## src/ravg_pkg.sv

```systemverilog
// ravg_pkg: shared constants and types for the running statistics block
// holds widths, the run summary record and the divider request/response structs
// no dependencies
package ravg_pkg;

	// largest number of samples accepted in one run
	localparam int MAX_ITEMS = 1024;

	// fixed field widths
	localparam int T_W    = 32;
	localparam int POS_W  = 10;
	localparam int FRAC_W = 13;

	// derived widths
	localparam int CNT_W  = $clog2(MAX_ITEMS + 1);
	localparam int SUM_W  = T_W + $clog2(MAX_ITEMS);
	// sample times nine, signed, with headroom for the offset
	localparam int F_W    = T_W + 5;
	localparam int DIV_W  = (SUM_W > F_W) ? SUM_W : F_W;
	localparam int DSR_W  = (CNT_W > 3) ? CNT_W : 3;
	localparam int DCNT_W = $clog2(DIV_W);

	// queue between front and back, power of two
	localparam int Q_DEPTH = 2;
	localparam int QA_W    = $clog2(Q_DEPTH);

	// fahrenheit conversion constants
	localparam logic signed [F_W-1:0] F_OFFSET  = F_W'(32) <<< FRAC_W;
	localparam logic signed [F_W-1:0] W32_MAX   = {{(F_W-T_W){1'b0}}, 1'b0, {(T_W-1){1'b1}}};
	localparam logic signed [F_W-1:0] W32_MIN   = {{(F_W-T_W){1'b1}}, 1'b1, {(T_W-1){1'b0}}};

	// divide by five: magnitude of nine times a sample, split at bit 16
	// 65536 is 5 * 13107 + 1, so the upper part divides exactly and the
	// lower sum is divided by a reciprocal multiply
	localparam int MAG_W    = T_W + 3;
	localparam int SPLIT_W  = 16;
	localparam int HI_W     = MAG_W - SPLIT_W;
	localparam int N_W      = HI_W + 1;
	localparam int K5_W     = 14;
	localparam int QF_W     = HI_W + K5_W;
	localparam int R5_SHIFT = 22;
	localparam logic [K5_W-1:0] K5      = K5_W'(13107);
	localparam logic [N_W-1:0]  R5_MULT = N_W'(838861);

	// summary of one finished run
	typedef struct packed {
		logic signed [SUM_W-1:0] sum;
		logic [CNT_W-1:0]        count;
		logic signed [T_W-1:0]   min_v;
		logic signed [T_W-1:0]   max_v;
		logic [POS_W-1:0]        min_pos;
		logic [POS_W-1:0]        max_pos;
		logic                    overrun;
	} run_t;

	// divider request and response
	typedef struct packed {
		logic             start;
		logic [DIV_W-1:0] dividend;
		logic [DSR_W-1:0] divisor;
	} div_req_t;

	typedef struct packed {
		logic             busy;
		logic             done;
		logic [DIV_W-1:0] quotient;
	} div_rsp_t;

endpackage

```

## src/running_avg_max_min_q13.sv

```systemverilog
// running_avg_max_min_q13: top level of the streaming min / max / mean block
// instantiates ravg_front, ravg_fifo, ravg_div and ravg_back; uses ravg_pkg
//
// Input channel: one signed Q13 Celsius sample per item (temperature), with
// last marking the final sample of a run. Samples are taken one per cycle
// while the run summary queue has room; in_stall is high only when it is full.
// Samples beyond MAX_ITEMS in a run are dropped and reported as too_long.
// Output channel: one result item per run, carrying the truncated mean, the
// min and max in Celsius and in saturated Fahrenheit, and the positions of
// the first min and max.
// Result path: the result rises on out_valid after the last sample is taken
// and its run passes through the queue, the one-bit-per-cycle divider for the
// mean, the register that takes the quotient and the output register. Both
// Fahrenheit conversions run alongside in a four-stage reciprocal multiply
// pipeline. Throughput: one sample per cycle inside a run while the queue has
// room; a finished run holds the back end until its result is taken into the
// output register, and up to two finished runs wait in the queue.
// Reset clears the running statistics, the queue and the output register.
// When the receiver stalls, the result holds in the output register and the
// back end finishes the next run behind it; samples keep flowing until the
// queue fills.
module running_avg_max_min_q13 (
	input  logic                            clk,
	input  logic                            arst_n,
	input  logic                            in_valid,
	output logic                            in_stall,
	input  logic signed [ravg_pkg::T_W-1:0] temperature,
	input  logic                            last,
	output logic                            out_valid,
	input  logic                            out_stall,
	output logic signed [ravg_pkg::T_W-1:0] mean_c,
	output logic signed [ravg_pkg::T_W-1:0] min_c,
	output logic signed [ravg_pkg::T_W-1:0] max_c,
	output logic signed [ravg_pkg::T_W-1:0] min_f,
	output logic signed [ravg_pkg::T_W-1:0] max_f,
	output logic [ravg_pkg::POS_W-1:0]      min_position,
	output logic [ravg_pkg::POS_W-1:0]      max_position,
	output logic                            too_long
);
	import ravg_pkg::*;

	logic     q_full;
	logic     q_push;
	run_t     q_push_run;
	logic     q_pop;
	logic     q_valid;
	run_t     q_head;
	div_req_t div_req;
	div_rsp_t div_rsp;

	// sample intake and running statistics
	ravg_front u_front (
		.clk         (clk),
		.arst_n      (arst_n),
		.in_valid    (in_valid),
		.in_stall    (in_stall),
		.temperature (temperature),
		.last        (last),
		.q_full      (q_full),
		.push        (q_push),
		.push_run    (q_push_run)
	);

	// finished runs waiting for the back end
	ravg_fifo u_fifo (
		.clk      (clk),
		.arst_n   (arst_n),
		.push     (q_push),
		.push_run (q_push_run),
		.full     (q_full),
		.pop      (q_pop),
		.valid    (q_valid),
		.head     (q_head)
	);

	// serial divider for the mean
	ravg_div u_div (
		.clk    (clk),
		.arst_n (arst_n),
		.req    (div_req),
		.rsp    (div_rsp)
	);

	// mean and conversion sequencer with output register
	ravg_back u_back (
		.clk          (clk),
		.arst_n       (arst_n),
		.q_valid      (q_valid),
		.q_head       (q_head),
		.q_pop        (q_pop),
		.div_req      (div_req),
		.div_rsp      (div_rsp),
		.out_valid    (out_valid),
		.out_stall    (out_stall),
		.mean_c       (mean_c),
		.min_c        (min_c),
		.max_c        (max_c),
		.min_f        (min_f),
		.max_f        (max_f),
		.min_position (min_position),
		.max_position (max_position),
		.too_long     (too_long)
	);

endmodule

```

## src/ravg_front.sv

```systemverilog
// ravg_front: accepts samples and keeps running sum, extremes, positions and count
// pushes one run summary into the queue on the last sample
// depends on ravg_pkg
module ravg_front (
	input  logic                          clk,
	input  logic                          arst_n,
	input  logic                          in_valid,
	output logic                          in_stall,
	input  logic signed [ravg_pkg::T_W-1:0] temperature,
	input  logic                          last,
	input  logic                          q_full,
	output logic                          push,
	output ravg_pkg::run_t                push_run
);
	import ravg_pkg::*;

	logic signed [SUM_W-1:0] sum_q;
	logic signed [T_W-1:0]   min_q;
	logic signed [T_W-1:0]   max_q;
	logic [POS_W-1:0]        min_pos_q;
	logic [POS_W-1:0]        max_pos_q;
	logic [CNT_W-1:0]        count_q;
	logic                    overrun_q;
	logic                    accept;
	run_t                    nxt;

	// handshake
	assign in_stall = q_full;
	assign accept   = in_valid & ~q_full;
	assign push     = accept & last;
	assign push_run = nxt;

	// statistics update for the incoming item
	always_comb begin
		nxt.sum     = sum_q;
		nxt.count   = count_q;
		nxt.min_v   = min_q;
		nxt.max_v   = max_q;
		nxt.min_pos = min_pos_q;
		nxt.max_pos = max_pos_q;
		nxt.overrun = overrun_q;
		if (count_q == '0) begin
			nxt.sum     = SUM_W'(temperature);
			nxt.min_v   = temperature;
			nxt.max_v   = temperature;
			nxt.min_pos = '0;
			nxt.max_pos = '0;
			nxt.count   = CNT_W'(1);
		end else if (count_q < CNT_W'(MAX_ITEMS)) begin
			nxt.sum = sum_q + SUM_W'(temperature);
			if (temperature > max_q) begin
				nxt.max_v   = temperature;
				nxt.max_pos = POS_W'(count_q);
			end
			if (temperature < min_q) begin
				nxt.min_v   = temperature;
				nxt.min_pos = POS_W'(count_q);
			end
			nxt.count = count_q + 1'b1;
		end else begin
			nxt.overrun = 1'b1;
		end
	end

	// running state, cleared after the last item of a run
	always_ff @(posedge clk or negedge arst_n) begin
		if (!arst_n) begin
			sum_q     <= '0;
			min_q     <= '0;
			max_q     <= '0;
			min_pos_q <= '0;
			max_pos_q <= '0;
			count_q   <= '0;
			overrun_q <= 1'b0;
		end else if (accept) begin
			if (last) begin
				sum_q     <= '0;
				min_q     <= '0;
				max_q     <= '0;
				min_pos_q <= '0;
				max_pos_q <= '0;
				count_q   <= '0;
				overrun_q <= 1'b0;
			end else begin
				sum_q     <= nxt.sum;
				min_q     <= nxt.min_v;
				max_q     <= nxt.max_v;
				min_pos_q <= nxt.min_pos;
				max_pos_q <= nxt.max_pos;
				count_q   <= nxt.count;
				overrun_q <= nxt.overrun;
			end
		end
	end

	a_count_range: assert property (@(posedge clk) disable iff (!arst_n)
		count_q <= CNT_W'(MAX_ITEMS))
		else $error("sample count above limit");

	a_push_nonempty: assert property (@(posedge clk) disable iff (!arst_n)
		push |-> (push_run.count != '0))
		else $error("run pushed with zero count");

	a_overrun_full: assert property (@(posedge clk) disable iff (!arst_n)
		overrun_q |-> (count_q == CNT_W'(MAX_ITEMS)))
		else $error("overrun flagged before run was full");

endmodule

```

## src/ravg_fifo.sv

```systemverilog
// ravg_fifo: short queue of run summaries between front and back
// depends on ravg_pkg
module ravg_fifo (
	input  logic           clk,
	input  logic           arst_n,
	input  logic           push,
	input  ravg_pkg::run_t push_run,
	output logic           full,
	input  logic           pop,
	output logic           valid,
	output ravg_pkg::run_t head
);
	import ravg_pkg::*;

	run_t            mem_q [Q_DEPTH];
	logic [QA_W-1:0] wr_ptr_q;
	logic [QA_W-1:0] rd_ptr_q;
	logic [QA_W:0]   level_q;

	assign full  = (level_q == (QA_W+1)'(Q_DEPTH));
	assign valid = (level_q != '0);
	assign head  = mem_q[rd_ptr_q];

	// storage
	always_ff @(posedge clk) begin
		if (push) begin
			mem_q[wr_ptr_q] <= push_run;
		end
	end

	// pointers and fill level
	always_ff @(posedge clk or negedge arst_n) begin
		if (!arst_n) begin
			wr_ptr_q <= '0;
			rd_ptr_q <= '0;
			level_q  <= '0;
		end else begin
			if (push) begin
				wr_ptr_q <= wr_ptr_q + 1'b1;
			end
			if (pop) begin
				rd_ptr_q <= rd_ptr_q + 1'b1;
			end
			if (push && !pop) begin
				level_q <= level_q + 1'b1;
			end else if (pop && !push) begin
				level_q <= level_q - 1'b1;
			end
		end
	end

	a_no_overflow: assert property (@(posedge clk) disable iff (!arst_n)
		push |-> !full)
		else $error("push into full queue");

	a_no_underflow: assert property (@(posedge clk) disable iff (!arst_n)
		pop |-> valid)
		else $error("pop from empty queue");

	a_level_range: assert property (@(posedge clk) disable iff (!arst_n)
		level_q <= (QA_W+1)'(Q_DEPTH))
		else $error("queue level out of range");

endmodule

```

## src/ravg_div.sv

```systemverilog
// ravg_div: unsigned restoring divider, one quotient bit per cycle
// depends on ravg_pkg
module ravg_div (
	input  logic               clk,
	input  logic               arst_n,
	input  ravg_pkg::div_req_t req,
	output ravg_pkg::div_rsp_t rsp
);
	import ravg_pkg::*;

	logic              busy_q;
	logic              done_q;
	logic [DCNT_W-1:0] cnt_q;
	logic [DIV_W-1:0]  quo_q;
	logic [DSR_W-1:0]  rem_q;
	logic [DSR_W-1:0]  dsr_q;
	logic [DSR_W:0]    trial;
	logic [DSR_W:0]    diff;
	logic              ge;

	// one trial subtraction
	always_comb begin
		trial = {rem_q, quo_q[DIV_W-1]};
		diff  = trial - {1'b0, dsr_q};
		ge    = (trial >= {1'b0, dsr_q});
	end

	assign rsp.busy     = busy_q;
	assign rsp.done     = done_q;
	assign rsp.quotient = quo_q;

	// control
	always_ff @(posedge clk or negedge arst_n) begin
		if (!arst_n) begin
			busy_q <= 1'b0;
			done_q <= 1'b0;
			cnt_q  <= '0;
		end else begin
			done_q <= busy_q && !req.start && (cnt_q == '0);
			if (req.start) begin
				busy_q <= 1'b1;
				cnt_q  <= DCNT_W'(DIV_W - 1);
			end else if (busy_q) begin
				if (cnt_q == '0) begin
					busy_q <= 1'b0;
				end else begin
					cnt_q <= cnt_q - 1'b1;
				end
			end
		end
	end

	// datapath
	always_ff @(posedge clk) begin
		if (req.start) begin
			quo_q <= req.dividend;
			rem_q <= '0;
			dsr_q <= req.divisor;
		end else if (busy_q) begin
			rem_q <= ge ? diff[DSR_W-1:0] : trial[DSR_W-1:0];
			quo_q <= {quo_q[DIV_W-2:0], ge};
		end
	end

	a_start_idle: assert property (@(posedge clk) disable iff (!arst_n)
		req.start |-> !busy_q)
		else $error("divider started while busy");

	a_done_after_busy: assert property (@(posedge clk) disable iff (!arst_n)
		done_q |-> $past(busy_q))
		else $error("done without preceding division");

	a_divisor_nonzero: assert property (@(posedge clk) disable iff (!arst_n)
		busy_q |-> (dsr_q != '0))
		else $error("division by zero");

endmodule

```

## src/ravg_back.sv

```systemverilog
// ravg_back: takes run summaries from the queue, computes the mean on the serial
// divider and the fahrenheit values in a multiply pipeline, holds the result item
// depends on ravg_pkg
module ravg_back (
	input  logic                            clk,
	input  logic                            arst_n,
	input  logic                            q_valid,
	input  ravg_pkg::run_t                  q_head,
	output logic                            q_pop,
	output ravg_pkg::div_req_t              div_req,
	input  ravg_pkg::div_rsp_t              div_rsp,
	output logic                            out_valid,
	input  logic                            out_stall,
	output logic signed [ravg_pkg::T_W-1:0] mean_c,
	output logic signed [ravg_pkg::T_W-1:0] min_c,
	output logic signed [ravg_pkg::T_W-1:0] max_c,
	output logic signed [ravg_pkg::T_W-1:0] min_f,
	output logic signed [ravg_pkg::T_W-1:0] max_f,
	output logic [ravg_pkg::POS_W-1:0]      min_position,
	output logic [ravg_pkg::POS_W-1:0]      max_position,
	output logic                            too_long
);
	import ravg_pkg::*;

	typedef enum logic [1:0] {S_IDLE, S_MEAN, S_EMIT} state_t;

	state_t                  state_q;
	run_t                    run_q;
	logic signed [T_W-1:0]   mean_q;
	logic [MAG_W-1:0]        min_mag_s1;
	logic [MAG_W-1:0]        max_mag_s1;
	logic                    min_neg_s1;
	logic                    max_neg_s1;
	logic [N_W-1:0]          min_n_s2;
	logic [N_W-1:0]          max_n_s2;
	logic [QF_W-1:0]         min_hi_s2;
	logic [QF_W-1:0]         max_hi_s2;
	logic                    min_neg_s2;
	logic                    max_neg_s2;
	logic [QF_W-1:0]         min_quo_s3;
	logic [QF_W-1:0]         max_quo_s3;
	logic                    min_neg_s3;
	logic                    max_neg_s3;
	logic signed [T_W-1:0]   fmin_q;
	logic signed [T_W-1:0]   fmax_q;
	logic                    out_valid_q;
	logic signed [T_W-1:0]   mean_c_q;
	logic signed [T_W-1:0]   min_c_q;
	logic signed [T_W-1:0]   max_c_q;
	logic signed [T_W-1:0]   min_f_q;
	logic signed [T_W-1:0]   max_f_q;
	logic [POS_W-1:0]        min_pos_q;
	logic [POS_W-1:0]        max_pos_q;
	logic                    too_long_q;
	logic [SUM_W-1:0]        head_mag;
	logic [T_W-1:0]          quo_lo;
	logic                    emit;

	// magnitude of nine times a sample
	function automatic logic [MAG_W-1:0] times9_mag(input logic signed [T_W-1:0] c);
		logic signed [F_W-1:0] p;
		p = (F_W'(c) <<< 3) + F_W'(c);
		return p[F_W-1] ? MAG_W'(-p) : MAG_W'(p);
	endfunction

	// upper part plus lower part, still to be divided by five
	function automatic logic [N_W-1:0] fold_low(input logic [MAG_W-1:0] m);
		return N_W'(m[MAG_W-1:SPLIT_W]) + N_W'(m[SPLIT_W-1:0]);
	endfunction

	// exact quotient of the upper part
	function automatic logic [QF_W-1:0] upper_quo(input logic [MAG_W-1:0] m);
		logic [HI_W-1:0] a;
		logic [QF_W-1:0] p;
		a = m[MAG_W-1:SPLIT_W];
		p = a * K5;
		return p;
	endfunction

	// reciprocal multiply, exact for operands below 2**R5_SHIFT
	function automatic logic [QF_W-1:0] div5_join(input logic [N_W-1:0] n,
		input logic [QF_W-1:0] hi);
		logic [2*N_W-1:0] p;
		p = n * R5_MULT;
		return hi + QF_W'(p[2*N_W-1:R5_SHIFT]);
	endfunction

	// signed quotient plus offset, saturated to 32 bits
	function automatic logic signed [T_W-1:0] fahr_sat(input logic neg,
		input logic [QF_W-1:0] q);
		logic signed [F_W-1:0] mag;
		logic signed [F_W-1:0] f;
		mag = {{(F_W-QF_W){1'b0}}, q};
		f   = (neg ? -mag : mag) + F_OFFSET;
		if (f > W32_MAX) begin
			f = W32_MAX;
		end else if (f < W32_MIN) begin
			f = W32_MIN;
		end
		return f[T_W-1:0];
	endfunction

	// operand magnitude for the mean and quotient low word
	always_comb begin
		head_mag = q_head.sum[SUM_W-1] ? SUM_W'(-q_head.sum) : SUM_W'(q_head.sum);
		quo_lo   = div_rsp.quotient[T_W-1:0];
	end

	// divider sequencing
	assign q_pop = (state_q == S_IDLE) && q_valid;
	assign emit  = (state_q == S_EMIT) && (!out_valid_q || !out_stall);

	always_comb begin
		div_req.start    = q_pop;
		div_req.dividend = DIV_W'(head_mag);
		div_req.divisor  = DSR_W'(q_head.count);
	end

	// fahrenheit pipeline, follows run_q through the s1, s2 and s3 stages and
	// fmin_q/fmax_q, settling well inside the divider time for the mean
	always_ff @(posedge clk or negedge arst_n) begin
		if (!arst_n) begin
			min_mag_s1 <= '0;
			max_mag_s1 <= '0;
			min_neg_s1 <= 1'b0;
			max_neg_s1 <= 1'b0;
			min_n_s2   <= '0;
			max_n_s2   <= '0;
			min_hi_s2  <= '0;
			max_hi_s2  <= '0;
			min_neg_s2 <= 1'b0;
			max_neg_s2 <= 1'b0;
			min_quo_s3 <= '0;
			max_quo_s3 <= '0;
			min_neg_s3 <= 1'b0;
			max_neg_s3 <= 1'b0;
			fmin_q     <= '0;
			fmax_q     <= '0;
		end else begin
			min_mag_s1 <= times9_mag(run_q.min_v);
			max_mag_s1 <= times9_mag(run_q.max_v);
			min_neg_s1 <= run_q.min_v[T_W-1];
			max_neg_s1 <= run_q.max_v[T_W-1];
			min_n_s2   <= fold_low(min_mag_s1);
			max_n_s2   <= fold_low(max_mag_s1);
			min_hi_s2  <= upper_quo(min_mag_s1);
			max_hi_s2  <= upper_quo(max_mag_s1);
			min_neg_s2 <= min_neg_s1;
			max_neg_s2 <= max_neg_s1;
			min_quo_s3 <= div5_join(min_n_s2, min_hi_s2);
			max_quo_s3 <= div5_join(max_n_s2, max_hi_s2);
			min_neg_s3 <= min_neg_s2;
			max_neg_s3 <= max_neg_s2;
			fmin_q     <= fahr_sat(min_neg_s3, min_quo_s3);
			fmax_q     <= fahr_sat(max_neg_s3, max_quo_s3);
		end
	end

	// state, mean and output register
	always_ff @(posedge clk or negedge arst_n) begin
		if (!arst_n) begin
			state_q     <= S_IDLE;
			run_q       <= '0;
			mean_q      <= '0;
			out_valid_q <= 1'b0;
			mean_c_q    <= '0;
			min_c_q     <= '0;
			max_c_q     <= '0;
			min_f_q     <= '0;
			max_f_q     <= '0;
			min_pos_q   <= '0;
			max_pos_q   <= '0;
			too_long_q  <= 1'b0;
		end else begin
			if (out_valid_q && !out_stall && !emit) begin
				out_valid_q <= 1'b0;
			end
			case (state_q)
				S_IDLE: begin
					if (q_valid) begin
						run_q   <= q_head;
						state_q <= S_MEAN;
					end
				end
				S_MEAN: begin
					if (div_rsp.done) begin
						mean_q  <= run_q.sum[SUM_W-1] ? -quo_lo : quo_lo;
						state_q <= S_EMIT;
					end
				end
				S_EMIT: begin
					if (emit) begin
						out_valid_q <= 1'b1;
						mean_c_q    <= mean_q;
						min_c_q     <= run_q.min_v;
						max_c_q     <= run_q.max_v;
						min_f_q     <= fmin_q;
						max_f_q     <= fmax_q;
						min_pos_q   <= run_q.min_pos;
						max_pos_q   <= run_q.max_pos;
						too_long_q  <= run_q.overrun;
						state_q     <= S_IDLE;
					end
				end
				default: begin
					state_q <= S_IDLE;
				end
			endcase
		end
	end

	assign out_valid    = out_valid_q;
	assign mean_c       = mean_c_q;
	assign min_c        = min_c_q;
	assign max_c        = max_c_q;
	assign min_f        = min_f_q;
	assign max_f        = max_f_q;
	assign min_position = min_pos_q;
	assign max_position = max_pos_q;
	assign too_long     = too_long_q;

	a_start_when_free: assert property (@(posedge clk) disable iff (!arst_n)
		div_req.start |-> !div_rsp.busy)
		else $error("divider request while busy");

	a_div_active: assert property (@(posedge clk) disable iff (!arst_n)
		(state_q == S_MEAN) |-> (div_rsp.busy || div_rsp.done))
		else $error("waiting on idle divider");

	a_done_expected: assert property (@(posedge clk) disable iff (!arst_n)
		div_rsp.done |-> (state_q == S_MEAN))
		else $error("divider result with no consumer");

endmodule
```

## config.mk

```make
export PLATFORM = sky130hd
export DESIGN_NAME = running_avg_max_min_q13
export DESIGN_NICKNAME = d
export VERILOG_FILES = /design/src/ravg_pkg.sv /design/src/running_avg_max_min_q13.sv /design/src/ravg_front.sv /design/src/ravg_fifo.sv /design/src/ravg_div.sv /design/src/ravg_back.sv
export SDC_FILE = /design/constraint.sdc
export NUM_CORES = 2
export LEC_CHECK = 0
export BUFFER_PORTS_ARGS = -buffer_cell sky130_fd_sc_hd__clkbuf_2
export CORE_ASPECT_RATIO = 0.7
export CORE_MARGIN = 5
export CORE_UTILIZATION = 60
export CTS_BUF_LIST = sky130_fd_sc_hd__clkbuf_2
export DETAILED_ROUTE_END_ITERATION = 10
export HOLD_SLACK_MARGIN = 0.15
export MAX_ROUTING_LAYER = met4
export PLACE_DENSITY = 0.82
export SLEW_MARGIN = 20
export SYNTH_ARGS = -nofsm -noshare
export SYNTH_HDL_FRONTEND = slang
export SYNTH_HIERARCHICAL = 1
export SYNTH_SLANG_ARGS = --single-unit
```

## constraint.sdc

```tcl
create_clock -name clk -period 8.9 [get_ports clk]
set_clock_uncertainty 0.05 [all_clocks]
set_input_delay 1.335 -clock clk [delete_from_list [all_inputs] [get_ports clk]]
set_output_delay 1.335 -clock clk [all_outputs]
set_load 0.05 [all_outputs]
```

# After elaboration in Yosys (flattened, before gate mapping)
# Memory sizes are Yosys's and may differ from the RTL's.
# Index checks and enable logic that the tools add are counted.
# classes
n_addsub	22
n_mul	4
magnitude_cmp	8
n_eq_ne	7
muxes	45
bitwise	3
reduce_logical	25
# op_table
operator	count
$mux 32	9
$mux 137	2
$mux 42	4
$mul 20x20->40 const B	2
$add 37x20->37 const B	2
$gt 37x32->1 const B	2
$lt 37x32->1 const B	2
$mux 37	2
$neg 33->37	2
$add 35x32->36	2
$mux 35	2
$neg 35->35	2
$add 33x18->33	2
$mul 19x14->33 const B	2
$add 42x32->42	1
$neg 42->42	1
$add 19x16->20	2
$mux 10	4
$gt 32x32->1	1
$lt 32x32->1	1
$neg 32->32	1
$mux 11	2
$mux 6	3
$ge 12x11->1	1
25 further kinds	60
# word_totals
reg_bits	869
ramBits	276
in_bits	37
output_inout_bits	183
wordCells	164
mem_count	1
# mem_list
memory	words	word_bits	rd	rd_ports_with_merged_regs	wr	line_no	source
u_fifo.mem_q	2	138	1	0	1	ravg_fifo.sv:15	run_t mem_q [Q_DEPTH];

# Longest topological paths before layout
# depth
ltp_word	8
mapped_depth	36
ltp_nobuf	35

# Modules after synthesis
# The synthesis kept the hierarchy.
# modules_own_cells
module	instances	cells_per_inst	area_per_inst_um2
ravg_back	1	5418	56086.3
ravg_front	1	1299	11125.7
ravg_fifo	1	445	10179.8
ravg_div	1	288	3682.3

# Least setup slack after synthesis
# Ideal clock, no wire load.
# synth_timing
kind	in2reg
start	input in_valid
end	memory u_fifo/mem_q[0][0] (netlist name), enable pin
setup_time_ns	0.654
t_arrival_ns	8.099
slack_ns	0.097
cell_stages	4
path_buffers	1
cell_sequence	nor2b_1 -> clkbuf_1 -> and2_1 -> nor2b_1
# synth_via
elab_chain_cells	4
# synth_rtl
element	line_no	source
start: declaration	running_avg_max_min_q13.sv:25	input logic in_valid,
$and 1x1->1	ravg_front.sv:29	assign accept = in_valid & ~q_full;
$and 1x1->1	ravg_front.sv:30	assign push = accept & last;
net q_push	running_avg_max_min_q13.sv:43	logic q_push;
$mux 1	ravg_fifo.sv:26	if (push) begin
$mux 1 (not written as such)	ravg_fifo.sv:27	mem_q[wr_ptr_q] <= push_run;
end: declaration	ravg_fifo.sv:15	
# The timed path passes the listed nets, and every way through them passes these cells.

# Final worst setup path
# layout_timing
start	register u_back.max_n_s2[12]
end	register u_back.max_quo_s3[30]
# layout_via
elab_chain_cells	2
# layout_rtl
element	line_no	source
start: declaration	ravg_back.sv:35	logic [N_W-1:0] max_n_s2;
start signal: assignment	ravg_back.sv:145	max_n_s2 <= fold_low(max_mag_s1);
$mul 20x20->40	ravg_back.sv:84	p = n * R5_MULT;
$add 33x18->33	ravg_back.sv:85	return hi + QF_W'(p[2*N_W-1:R5_SHIFT]);
end signal: assignment	ravg_back.sv:151	max_quo_s3 <= div5_join(max_n_s2, max_hi_s2);
end: declaration	ravg_back.sv:41	logic [QF_W-1:0] max_quo_s3;
# Every way passes these cells.
# A chain may end at the register's enable or synchronous reset.

==> results.txt <==
----------------------------------------------------
[Run status]
  Result of the run ... finished, final reports clean

[Finish]
  Share of cells above drive strength 1 ... 17.55%
  Cell area after layout ... 87370 sq um
  Commonest non-fill, non-tap cell in the layout ... sky130_fd_sc_hd__ha_1
  Final Util ... 65.35%
  Most frequent cells in the layout ... sky130_fd_sc_hd__ha_1 (934), sky130_fd_sc_hd__inv_1 (845), sky130_fd_sc_hd__dfrtp_1 (755)
  Area added between synthesis and finish ... 7.774%
  Number of nets in the layout ... slightly above 9000
  Post-route non-filler standard cell count ... 9845

[Floorplan]
  Die area ... roughly 140000 sq um
  Floorplan core area ... roughly 130000 sq um
  Die Span X ... 449.3 um
  Starting density of the core ... 60.64%
  Y dimension of the die ... 317.5 um
  Number of core rows ... roughly 110
  Number of top-level pins ... 220

[Detailed routing]
  Final WL ... 205400 um
  Post-DRT Antenna Nets ... 0
  Met3 Routed Length ... 16720 um
  Average wire length per cell after detail routing ... between 20 and 25 um
  Average vias per placed instance ... 5.961
  DR top layer ... met4
  DR vias ... 58690
  Detail Route met2 WL ... 88320 um
  WL met1 ... approximately 96000 um
  Drt initial violations ... 5356
  Count of TritonRoute iterations in the first routing pass ... 5
  DRC viols ... 0

[Critical path]
  Reg2reg setup slack ... 350 ps
  Crit path top cell by count ... sky130_fd_sc_hd__fa_1
  Worst setup EP type ... flop
  Launching element type of the critical path ... flop
  Arr. time, crit path ... 9940 ps
  Cell with the biggest individual delay on the critical path ... sky130_fd_sc_hd__fa_1
  Slowest Stage Delay on Critical Path ... 540 ps
  Category of the critical setup timing path ... flop to flop
  Worst Path Max Fanout ... 5
  Worst EP required ... 10290 ps

[Clock network]
  CTS Buffer Depth ... 4
  Master cell of the clock root buffer ... sky130_fd_sc_hd__clkbuf_2
  Clock latency on the worst-skew pair ... between 1500 and 2000 ps
  Clock Pin Slew Worst Setup and Hold Paths ... 100 ps
  TritonCTS clock tree ... yes
  Number of sinks on the clock net ... 1104
  CTS buffer count ... 286
  CTS H-tree depth ... 5

[Synth]
  Gate Count Post-Synth ... approximately 7400
  Synth warn ... 6
  Post-synthesis instance area ... a little over 80000 sq um
  Syn Area/Cell ... ~11 sq um
  Nets in the synthesized netlist ... 8870

[Timing]
  RSZ-0062 raised after global routing ... yes
  Worst slew pin tran ... 1298 ps
  Number of hold violations in the final report ... 0
  Number of failing setup endpoints in the final timing report ... 0
  Final critical delay including setup and external delays ... 8546 ps
  Highest clock rate ... 0.1170 GHz
  Worst slew margin relative to its limit ... 13.45%
  Slew Viols, Final ... 0
  Fin crit share ... 96.02%
  Worst hold-check slack ... 308.8 ps

[GRT]
  Number of antenna violations at the first check in global routing ... 8
  Via count of the first global-routing pass ... 58780
  Maximum number of pins on one net before global-route repair ... about 170
  Grt total ovfl ... 0
  Global-route wire length before repair ... 326300 um
  Total track usage ... between 20 and 30%

[Placement]
  HPWL Detailed ... 157200 um
  Final Wtd Congestion ... 0.9797
  Cells after DPL ... between 9000 and 10000
  Cell Area, Placed ... 84200 sq um
  Port bufs ... between 200 and 250

[Min path]
  Hold/Removal Path Class ... flop to flop

[Run]
  Number of max-capacitance violations reported ... 0

----------------------------------------------------
## layout make-up
cell class                 count  area (sq um)
clock inverter                64         419.2
sequential                  1104         29230
timing repair buffer         388          2554
fill                       10500         46320
antenna                       20         50.05
tap                         1767          2211
clock buffer                 422          2112
multi-input combinational   5234         47620
inverter                     846          3176
## stage by stage
| step | TNS (ps) | setup WS, ps |
|---|---|---|
| 2_1_floorplan | 0 | 97.08 |
| 3_3_place_gp | 0 | 222.4 |
| 3_5_place_dp | 0 | 99.74 |
| 4_1_cts | 0 | 15.30 |
| 5_1_grt | -557.4 | -113.5 |
| 6_report | 0 | 354.2 |
## registers in the layout (all words and copies together), names as in the netlist, 35 cells and up
signal and cells:
u_back/run_q 86, u_fifo/mem_q 276, u_front/sum_q 42, u_back/min_mag_s1 35, u_back/max_mag_s1 35, u_div/quo_q 42
## critical path, delay by kind of cell, from the launching register on
family	cells	cell delay [ps]
AOI/OAI and AO/OA	10	1730
adders and majority gates	9	3980
buffers and inverters	7	660
DFF	1	510
and+or+nand+nor	6	1060
xor gates and xnor gates	2	390
## worst paths after layout
kind	cells after the start	endpoint	start
max	34	u_back/max_quo_s3[30]$_DFF_PN0_	u_back/max_n_s2[12]$_DFF_PN0_
min	0	u_back/min_neg_s3$_DFF_PN0_	u_back/min_neg_s2$_DFF_PN0_
max reg2reg	34	u_back/max_quo_s3[30]$_DFF_PN0_	u_back/max_n_s2[12]$_DFF_PN0_
min reg2reg	0	u_back/min_neg_s3$_DFF_PN0_	u_back/min_neg_s2$_DFF_PN0_
max in group asynchronous	5	u_back/max_hi_s2[0]$_DFF_PN0_	arst_n
min in group asynchronous	4	u_front/min_pos_q[3]$_DFFE_PN0P_	arst_n
## repair_timing
| action | in CTS | in global routing |
|---|---|---|
| buffers inserted | 0 | 4 |
| gates resized for setup | 2 | 43 |
| hold endpoints to repair | 397 | 0 |
| hold buffers | 38 | 0 |
| setup endpoints to repair | 3 | 33 |
| pin swaps | 0 | 9 |
## layer usage
metal | global-route usage [%] | vias to the layer above
li1 | - | 27160
met1 | 42.61 | 29000
met2 | 41.78 | 2156
met3 | 6.688 | 370
met4 | 7.581 | 0
met5 | - | -
Power is not shown: default switching activity piles up to over one toggle a cycle in this logic, so the estimate is an artifact.
